### config.mk
export PLATFORM = sky130hd
export DESIGN_NAME = point_cross_duplicate_suppress
export DESIGN_NICKNAME = d
export VERILOG_FILES = /design/src/pcds_pkg.sv /design/src/pcds_ctrl.sv /design/src/pcds_dp.sv /design/src/point_cross_duplicate_suppress.sv
export VERILOG_INCLUDE_DIRS = /design/src /design/src/src
export SDC_FILE = /design/constraint.sdc
export NUM_CORES = 2
export LEC_CHECK = 0
export BUFFER_PORTS_ARGS = -buffer_cell sky130_fd_sc_hd__buf_2
export CORE_ASPECT_RATIO = 0.8
export CORE_UTILIZATION = 39
export DETAILED_ROUTE_END_ITERATION = 8
export GPL_TIMING_DRIVEN = 0
export REMOVE_ABC_BUFFERS = 1
export SYNTH_ARGS = -nofsm -noshare
export SYNTH_HDL_FRONTEND = slang
export SYNTH_HIERARCHICAL = 1
export SYNTH_SLANG_ARGS = --single-unit
### constraint.sdc
create_clock -name clk -period 12.9 [get_ports clk]
set_input_delay 1.29 -clock clk [delete_from_list [all_inputs] [get_ports clk]]
set_output_delay 1.29 -clock clk [all_outputs]
set_load 0.01 [all_outputs]
### src/assert_macros.svh
// Assertion macros shared by the point suppression modules.
`ifndef ASSERT_MACROS_SVH
`define ASSERT_MACROS_SVH

// Relation that must hold at every clock edge outside reset.
`define PCDS_ASSERT_ALWAYS(label, expr) \
    label: assert property (@(posedge clk) disable iff (!rst_n) (expr)) \
        else $error("%m: invariant violated");

// Implication checked at every clock edge outside reset.
`define PCDS_ASSERT_IMPL(label, ante, cons) \
    label: assert property (@(posedge clk) disable iff (!rst_n) (ante) |-> (cons)) \
        else $error("%m: implication violated");

// Consequence that must hold in the cycle after the antecedent.
`define PCDS_ASSERT_NEXT(label, ante, cons) \
    label: assert property (@(posedge clk) disable iff (!rst_n) (ante) |=> (cons)) \
        else $error("%m: next-cycle check violated");

`endif

### src/pcds_pkg.sv
// Shared types and constants of the point suppression block.
package pcds_pkg;

    localparam int MAX_KEPT   = 64;
    localparam int COORD_BITS = 12;
    localparam int ARM_BITS   = 6;
    localparam int OFS_BITS   = 12;
    localparam int CFG_BITS   = 12;
    localparam int OUTX_BITS  = 13;
    localparam int CNT_BITS   = $clog2(MAX_KEPT + 1);
    localparam int IDX_BITS   = (MAX_KEPT > 1) ? $clog2(MAX_KEPT) : 1;

    localparam logic [ARM_BITS-1:0] ARM_RESET = ARM_BITS'(10);
    localparam logic [OFS_BITS-1:0] OFS_RESET = OFS_BITS'(1200);
    localparam logic [CNT_BITS-1:0] CNT_MAX   = CNT_BITS'(MAX_KEPT);

    typedef logic [COORD_BITS-1:0] coord_t;
    typedef logic [CNT_BITS-1:0]   cnt_t;
    typedef logic [IDX_BITS-1:0]   idx_t;

    typedef enum logic [0:0] {
        CFG_ARM_LENGTH = 1'b0,
        CFG_X_OFFSET   = 1'b1
    } cfg_idx_t;

    typedef enum logic [1:0] {
        ST_IDLE   = 2'd0,
        ST_SCAN   = 2'd1,
        ST_FINISH = 2'd2
    } state_t;

    typedef struct packed {
        logic load;
        logic scan;
        logic commit;
    } cmd_t;

    typedef struct packed {
        logic scan_done;
        logic out_free;
    } status_t;

endpackage

### src/pcds_ctrl.sv
// Sequencing state machine of the point suppression block.
`include "assert_macros.svh"

module pcds_ctrl (
    input  logic              clk,
    input  logic              rst_n,
    input  logic              in_valid,
    output logic              in_ready,
    input  pcds_pkg::status_t st,
    output pcds_pkg::cmd_t    cmd
);
    import pcds_pkg::*;

    state_t state_reg;
    state_t state_next;

    always_ff @(posedge clk or negedge rst_n)
    begin
        if (!rst_n)
        begin
            state_reg <= ST_IDLE;
        end
        else
        begin
            state_reg <= state_next;
        end
    end

    always_comb
    begin
        state_next = state_reg;
        cmd        = '0;
        in_ready   = 1'b0;
        unique case (state_reg)
            ST_IDLE:
            begin
                in_ready = 1'b1;
                if (in_valid)
                begin
                    cmd.load   = 1'b1;
                    state_next = ST_SCAN;
                end
            end
            ST_SCAN:
            begin
                if (st.scan_done)
                begin
                    if (st.out_free)
                    begin
                        cmd.commit = 1'b1;
                        state_next = ST_IDLE;
                    end
                    else
                    begin
                        state_next = ST_FINISH;
                    end
                end
                else
                begin
                    cmd.scan = 1'b1;
                end
            end
            ST_FINISH:
            begin
                if (st.out_free)
                begin
                    cmd.commit = 1'b1;
                    state_next = ST_IDLE;
                end
            end
            default:
            begin
                state_next = ST_IDLE;
            end
        endcase
    end

    `PCDS_ASSERT_IMPL(a_commit_needs_room, cmd.commit, st.out_free && st.scan_done)
    `PCDS_ASSERT_NEXT(a_load_starts_scan, cmd.load, state_reg == ST_SCAN)

endmodule

### src/pcds_dp.sv
// Datapath of the point suppression block: point store, comparator, output register.
`include "assert_macros.svh"

module pcds_dp (
    input  logic                            clk,
    input  logic                            rst_n,
    input  logic                            cfg_wr_en,
    input  logic                            cfg_index,
    input  logic [pcds_pkg::CFG_BITS-1:0]   cfg_data,
    input  pcds_pkg::coord_t                point_x,
    input  pcds_pkg::coord_t                point_y,
    input  logic                            last_point,
    output logic                            out_valid,
    input  logic                            out_ready,
    output logic [pcds_pkg::OUTX_BITS-1:0]  out_x,
    output pcds_pkg::coord_t                out_y,
    output logic                            kept,
    output logic                            store_full,
    output logic                            list_end,
    input  pcds_pkg::cmd_t                  cmd,
    output pcds_pkg::status_t               st
);
    import pcds_pkg::*;

    logic [ARM_BITS-1:0] arm_reg;
    logic [OFS_BITS-1:0] ofs_reg;

    coord_t x_reg;
    coord_t y_reg;
    logic   last_reg;

    cnt_t count_reg;
    cnt_t count_next;
    cnt_t rd_idx_reg;
    logic rd_pend_reg;
    logic hit_reg;

    coord_t kept_x_mem [0:MAX_KEPT-1];
    coord_t kept_y_mem [0:MAX_KEPT-1];
    coord_t rd_x_reg;
    coord_t rd_y_reg;

    logic out_valid_reg;
    logic [OUTX_BITS-1:0] out_x_reg;
    coord_t out_y_reg;
    logic   kept_reg;
    logic   full_reg;
    logic   list_end_reg;

    logic   issue;
    logic   near;
    logic   keep_now;
    logic   room;
    coord_t dx;
    coord_t dy;
    logic [ARM_BITS:0] twice;

    // One read of the store per cycle while scanning, stopped early on a hit.
    assign issue    = cmd.scan && !hit_reg && (rd_idx_reg != count_reg);
    assign keep_now = !hit_reg;
    assign room     = (count_reg != CNT_MAX);

    assign dx    = (x_reg >= rd_x_reg) ? (x_reg - rd_x_reg) : (rd_x_reg - x_reg);
    assign dy    = (y_reg >= rd_y_reg) ? (y_reg - rd_y_reg) : (rd_y_reg - y_reg);
    assign twice = {arm_reg, 1'b0};

    always_comb
    begin
        near = ((dy == '0) && (dx <= COORD_BITS'(twice)))
            || ((dx == '0) && (dy <= COORD_BITS'(twice)))
            || ((dx <= COORD_BITS'(arm_reg)) && (dy <= COORD_BITS'(arm_reg)));
    end

    always_comb
    begin
        count_next = count_reg;
        if (cmd.commit)
        begin
            if (last_reg)
            begin
                count_next = '0;
            end
            else if (keep_now && room)
            begin
                count_next = count_reg + cnt_t'(1);
            end
        end
    end

    always_ff @(posedge clk or negedge rst_n)
    begin
        if (!rst_n)
        begin
            arm_reg       <= ARM_RESET;
            ofs_reg       <= OFS_RESET;
            count_reg     <= '0;
            rd_idx_reg    <= '0;
            rd_pend_reg   <= 1'b0;
            hit_reg       <= 1'b0;
            out_valid_reg <= 1'b0;
        end
        else
        begin
            if (cfg_wr_en)
            begin
                unique case (cfg_idx_t'(cfg_index))
                    CFG_ARM_LENGTH: arm_reg <= cfg_data[ARM_BITS-1:0];
                    CFG_X_OFFSET:   ofs_reg <= cfg_data[OFS_BITS-1:0];
                    default:        arm_reg <= arm_reg;
                endcase
            end

            count_reg <= count_next;

            if (cmd.load)
            begin
                rd_idx_reg  <= '0;
                rd_pend_reg <= 1'b0;
                hit_reg     <= 1'b0;
            end
            else
            begin
                rd_pend_reg <= issue;
                if (issue)
                begin
                    rd_idx_reg <= rd_idx_reg + cnt_t'(1);
                end
                if (cmd.scan && rd_pend_reg && near)
                begin
                    hit_reg <= 1'b1;
                end
            end

            if (cmd.commit)
            begin
                out_valid_reg <= 1'b1;
            end
            else if (out_ready)
            begin
                out_valid_reg <= 1'b0;
            end
        end
    end

    // Store and payload registers carry no reset.
    always_ff @(posedge clk)
    begin
        if (cmd.load)
        begin
            x_reg    <= point_x;
            y_reg    <= point_y;
            last_reg <= last_point;
        end
        if (issue)
        begin
            rd_x_reg <= kept_x_mem[rd_idx_reg[IDX_BITS-1:0]];
            rd_y_reg <= kept_y_mem[rd_idx_reg[IDX_BITS-1:0]];
        end
        if (cmd.commit && keep_now && room)
        begin
            kept_x_mem[count_reg[IDX_BITS-1:0]] <= x_reg;
            kept_y_mem[count_reg[IDX_BITS-1:0]] <= y_reg;
        end
        if (cmd.commit)
        begin
            out_x_reg    <= OUTX_BITS'(x_reg) + OUTX_BITS'(ofs_reg);
            out_y_reg    <= y_reg;
            kept_reg     <= keep_now;
            full_reg     <= keep_now && !room;
            list_end_reg <= last_reg;
        end
    end

    assign st.scan_done = hit_reg || ((rd_idx_reg == count_reg) && !rd_pend_reg);
    assign st.out_free  = !out_valid_reg || out_ready;

    assign out_valid  = out_valid_reg;
    assign out_x      = out_x_reg;
    assign out_y      = out_y_reg;
    assign kept       = kept_reg;
    assign store_full = full_reg;
    assign list_end   = list_end_reg;

    `PCDS_ASSERT_ALWAYS(a_count_bounded, count_reg <= CNT_MAX)
    `PCDS_ASSERT_IMPL(a_scan_within_store, cmd.scan, rd_idx_reg <= count_reg)
    `PCDS_ASSERT_NEXT(a_list_end_clears, cmd.commit && last_reg, count_reg == '0)

endmodule

### src/point_cross_duplicate_suppress.sv
// Top level of the point suppression block: controller plus datapath.
//
//   channel   direction  handshake              payload
//   input     in         in_valid / in_ready    point_x, point_y, last_point
//   result    out        out_valid / out_ready  out_x, out_y, kept, store_full, list_end
//   config    in         cfg_wr_en              cfg_index, cfg_data
//
// One item at a time: once an item is accepted, the points stored for the current
// list (0 to 64 of them) are scanned through the single read port of the point
// store, one entry per cycle, and then the result is committed; a close match
// ends the scan early.
// Reset clears the store count and the handshake state and loads the default
// arm length and x offset. A stalled result waits in the output register while
// the next item is already accepted and scanned; that item's result is committed
// once the output register frees up.
module point_cross_duplicate_suppress (
    input  logic                            clk,
    input  logic                            rst_n,
    input  logic                            cfg_wr_en,
    input  logic                            cfg_index,
    input  logic [pcds_pkg::CFG_BITS-1:0]   cfg_data,
    input  logic                            in_valid,
    output logic                            in_ready,
    input  pcds_pkg::coord_t                point_x,
    input  pcds_pkg::coord_t                point_y,
    input  logic                            last_point,
    output logic                            out_valid,
    input  logic                            out_ready,
    output logic [pcds_pkg::OUTX_BITS-1:0]  out_x,
    output pcds_pkg::coord_t                out_y,
    output logic                            kept,
    output logic                            store_full,
    output logic                            list_end
);
    import pcds_pkg::*;

    // Commands from the controller and status back from the datapath.
    cmd_t    cmd;
    status_t st;

    // The controller accepts an item only when idle, then scans the store and
    // commits the result as soon as the output register can take it.
    pcds_ctrl u_ctrl (
        .clk      (clk),
        .rst_n    (rst_n),
        .in_valid (in_valid),
        .in_ready (in_ready),
        .st       (st),
        .cmd      (cmd)
    );

    // The datapath holds the configuration, the stored points, the proximity
    // comparator and the output register.
    pcds_dp u_dp (
        .clk        (clk),
        .rst_n      (rst_n),
        .cfg_wr_en  (cfg_wr_en),
        .cfg_index  (cfg_index),
        .cfg_data   (cfg_data),
        .point_x    (point_x),
        .point_y    (point_y),
        .last_point (last_point),
        .out_valid  (out_valid),
        .out_ready  (out_ready),
        .out_x      (out_x),
        .out_y      (out_y),
        .kept       (kept),
        .store_full (store_full),
        .list_end   (list_end),
        .cmd        (cmd),
        .st         (st)
    );

endmodule

## Word-level counts from Yosys, hierarchy flattened

Memories as Yosys holds them, arrays and structs flattened. A register that Yosys moved wholly into a read port is not among the register bits.
Cells that the tools add are included.

- Add/sub/neg operators: 7
- Magnitude comparators: 6
- Eq/ne operators: 8
- Mux-type cells: 26
- Bitwise gates (word level): 1
- Reductions and logical operators: 31

Operators by type and width:

| kind | count |
|---|---|
| $sub A12 B12 Y12 | 4 |
| $mux W7 | 4 |
| $ge A12 B12 Y1 | 2 |
| $le A12 B6 Y1 | 2 |
| $le A12 B7 Y1 | 2 |
| $logic_not A12 Y1 | 2 |
| $mux W12 | 2 |
| $add A7 B1 Y7 const B | 2 |
| $mux W1 | 14 |
| $add A12 B12 Y13 | 1 |
| $logic_and A1 B1 Y1 | 12 |
| $mux W2 | 4 |
| $reduce_bool A2 Y1 | 4 |
| $eq A7 B7 Y1 | 1 |
| $ne A7 B7 Y1 | 1 |
| $ne A7 B7 Y1 const B | 1 |
| $ne A2 B2 Y1 const B | 3 |
| $pmux W2 S3 | 1 |
| $reduce_and A2 Y1 | 3 |
| $logic_not A1 Y1 | 4 |
| $logic_or A1 B1 Y1 | 4 |
| $reduce_and A3 Y1 | 1 |
| $eq A2 B1 Y1 const B | 1 |
| $eq A2 B2 Y1 const B | 1 |
| other kinds (3) | 3 |

- Register bits after elaboration: 90
- Bits in writable memories: 1536
- Bits of input ports: 43
- Output and inout port bits: 30
- Logic and storage cells: 97
- Memories kept: 2

Memory list:

| name | depth | width | rd ports | clocked after Yosys merged registers in | wr ports | line | source |
|---|---|---|---|---|---|---|---|
| u_dp.kept_x_mem | 64 | 12 | 1 | 1 | 1 | pcds_dp.sv:38 | `coord_t kept_x_mem [0:MAX_KEPT-1];` |
| u_dp.kept_y_mem | 64 | 12 | 1 | 1 | 1 | pcds_dp.sv:39 | `coord_t kept_y_mem [0:MAX_KEPT-1];` |

## Logic depth before layout (Yosys ltp)

- Depth after elaboration: 9
- Gate-level depth with buffers: 21
- Gate-level depth less buffers: 20

## By module

The synthesis kept the hierarchy.

By module, submodules not included:

| module | times used | cells an instance | area each (um2) | seq. area each (um2) |
|---|---|---|---|---|
| pcds_dp | 1 | 2963 | 65756.8 | 49319.8 |
| pcds_ctrl | 1 | 18 | 190.2 | 50.0 |

## Least setup slack after synthesis

OpenSTA, ideal clock, no wires.

- Path kind: reg-to-reg
- From: register u_dp.rd_idx_reg[0]
- To: memory u_dp/kept_x_mem[48][0] in the netlist's numbering, enable pin
- Library setup time: 0.467 ns
- Arrival time: 6.275 ns
- Data required time: 12.433 ns
- Setup slack: 6.159 ns
- Cell stages (with the launch flop): 13
- Path buffers: 3
- Clock period less this slack: 6.741 ns
- Cells stage by stage: dfrtp_1 clkbuf_1 buf_2 xor2_1 nor4_1 nand4_1 o21ai_0 a21oi_1 nor2_1 nor2b_1 clkbuf_1 nand4b_1 nor4_1

RTL lines:

| element | line | source |
|---|---|---|
| start: declaration | pcds_dp.sv:34 | `cnt_t rd_idx_reg;` |
| start signal: assignment | pcds_dp.sv:126 | `rd_idx_reg <= rd_idx_reg + cnt_t'(1);` |
| end: declaration | pcds_dp.sv:38 |  |

==> metrics.cfg <==
[run_status]
outcome=completed

[sta]
drv_slew=0
worst_pin_slew_ps=1280
finalCritPeriodShare_pct=56.3
min_period_ps=7260
final_hold_viol_count=0
clock.fmax_mhz=138
setup_viol=0
clock-skew-final_ps=26.0
slew_headroom_pct=14.8
rsz0062_at_grt=no
fin_ws_ps=5640

[grt]
grt_max_degree=59
grt_pass1_vias=31306
grt_util_all_layers_pct=19.0
grt_pass1_wl_um=229000
globalRouteOverflowTotal=0
antenna_found_initial=24

[floorplanning]
rows=134
pin_count=73
die_w_um=462
die-area_sq_um=171000
die_h_um=370
core_sq_um=167000
start_util_pct=39.4

[drt]
vias=31259
drt_iter0_markers=3246
drc_errors=0
postRouteAntennaNets=0
wl_um=160000
first_pass_iters=5
routedWlPerCell_um=28.6
post_drt_via_cell_ratio=5.58

[worst_hold_path]
whs_path_depth=1
worst_hold_path_type=reg -> reg

[clock_network]
cts_buffer_depth=3
cts-root-buf=clkbuf_16
numCtsBuffers=164
cts_max_level=4
cts_tree=done
ctsHoldBuffers=0
clkSinkCount=1650
clkTransAtPathRegs_ps=60
clock_latency_ps=800
cts_resized=0
post_cts_buffers=0

[flow_run]
drv_cap=0

[synthesis]
synth-main-ff-cell=edfxtp_1
synth-edff-count=1613
async_flop_share_pct=2.24
yosysWarningCount=6
synth_seq_cells=1650
netlist.area_leader.share_pct=73.4
yosys.area.top_type=edfxtp_1
syn_inst=2981
ys_seq_area_share_pct=74.9
synth.avg_cell_area_sq_um=22.1
netlist_area_sq_um=65900
synth.distinct_cells=71
synth_area_leaders=edfxtp_1, mux4_2, ha_1

[cells_and_area]
drive_gt1_share_pct=31.8
final_cell_area_sq_um=78100
final_nets=3360
nFillCells=13684
syn_to_final_growth_pct=18.4

[setup_path]
endpoint_kind=flip-flop
worstPathArrival_ps=7750
critical_path_class=reg -> reg
path_max_fanout=42
worstPathRequired_ps=13390
reg2regPathDepth=14
startpoint_type=flip-flop

[placed_design]
post-place-ws_ps=5780
place.gp.congestion=0.868
portBuffers=72
dpl_cell_area_sq_um=72800
hpwl_um=105000

[pwr]
ir_drop_v=0.000202
p_leak_nw=24.4
p_per_area_nw_per_um2=199

[cell families (layout without fill, tap and decap cells)]
family | Yosys count | count (layout) | synth area share, %
AOI/OAI and AO/OA | 177 | 177 | 1.81
xor gates and xnor gates | 35 | 35 | 0.465
adders and majority gates | 93 | 93 | 1.82
buffers and inverters | 231 | 604 | 1.35
DFF | 1650 | 1650 | 74.9
muxes | 528 | 528 | 17.6
other | 0 | 5 | 0
and+or+nand+nor | 267 | 267 | 2.08
[synth_stat cells (all sizes together) (4+ instances only)]
cell,count
ha,88
nor2b,18
nand2,37
a221oi,6
clkbuf,86
dfrtp,31
a21o,17
edfxtp,1613
and3,5
inv,84
mux2,15
o21ai,40
nand3,21
buf,61
a211oi,5
mux4,504
fa,5
or2,5
a21boi,7
xnor2,19
nor2,95
a2111oi,5
mux2i,9
and2,6
or4,6
nand2b,8
dfstp,6
nand3b,4
or3,12
nor4,6
o22ai,5
a31oi,8
nand4,21
xor2,16
o21a,19
nor3,10
nand4b,5
a21oi,36
[layer usage]
layer / routed length, um / track usage (%)
met1: 67700 / 26.7
met2: 74400 / 29.0
met3: 14100 / 5.08
met4: 4100 / 5.74
met5: 115 / 0
[cell type report]
class | instances | area, sq um | area share, %
diodes | 5 | 12.5 | 0.0160
clock buffers | 202 | 4340 | 5.56
clock inverters | 94 | 952 | 1.22
inverters | 84 | 315 | 0.404
multi-input cells | 1100 | 16200 | 20.7
flip-flops and latches | 1650 | 49400 | 63.3
well taps | 2244 | 2810 | 3.60
repair buffers | 224 | 4070 | 5.22
[final timing paths]
kind	start	end	slack (ps)
min in group asynchronous	rst_n	u_dp/ofs_reg[6]$_DFFE_PN0P_	660
worst max register to register	u_dp/rd_idx_reg[0]$_DFFE_PN0P_	u_dp/kept_x_mem[48][11]$_DFFE_PP_	5640
worst max-delay path	u_dp/rd_idx_reg[0]$_DFFE_PN0P_	u_dp/kept_x_mem[48][11]$_DFFE_PP_	5640
worst min-delay path	u_dp/ofs_reg[8]$_DFFE_PN0P_	u_dp/ofs_reg[8]$_DFFE_PN0P_	520
max in group asynchronous	rst_n	u_dp/rd_idx_reg[1]$_DFFE_PN0P_	11500
worst min register to register	u_dp/ofs_reg[8]$_DFFE_PN0P_	u_dp/ofs_reg[8]$_DFFE_PN0P_	520
[stage by stage]
stage / cells / hold WS (ps) / TNS [ps] / utilization [%] / power, mW
final: 5603 / 517 / 0 / 46.7 / 15.5
after CTS: 5598 / 517 / 0 / 46.6 / 15.7
after global routing: 5600 / 532 / 0 / 46.6 / 16.1
after detailed placement: 5302 / 500 / 0 / 43.5 / 10.9
after floorplan: 2834 / 432 / -9192500 / - / 10.3
after global placement: 5150 / 495 / - / 41.0 / 11.6
[power breakdown]
part | internal (mW) | total [mW] | leakage (nW) | switching (mW)
combinational | 1.93 | 4.29 | 6.88 | 2.37
clock | 2.74 | 4.75 | 2.59 | 2.01
sequential | 6.30 | 6.50 | 15.0 | 0.207
[critical path, stage by stage, from the launching register on]
cell      delay, ps
dfrtp_4         830
buf_16          340
buf_16          350
xor2_1          110
nor4_1          300
nand4_1         310
o21ai_0         910
a21oi_1         250
nor2_4          480
buf_12          270
nor2b_1         600
nand4b_1        830
nor4_2          740
buf_4           310
buf_4           210
[placed cells by master, fill, tap and decap left out, types with 6 or more instances in the layout]
master,count
buf_16,107
a21oi_1,35
clkbuf_16,168
mux2i_1,9
nor2_1,31
clkbuf_1,33
o21ai_0,40
dfstp_2,6
buf_4,9
nand4_1,21
buf_12,32
edfxtp_1,1613
nand2b_1,8
mux2_2,14
nor3_1,10
clkinv_2,27
or3_1,12
mux4_2,504
a21boi_0,7
nand2_1,36
bufinv_16,17
a21o_1,17
nor2b_1,17
inv_1,83
o21a_1,19
clkinv_1,32
dfrtp_1,26
ha_1,88
xor2_1,16
nor2_4,63
inv_6,11
nand3_1,21
xnor2_1,19
or4_1,6
a31oi_1,8
buf_2,72
Power figures use the tool's default switching activity.
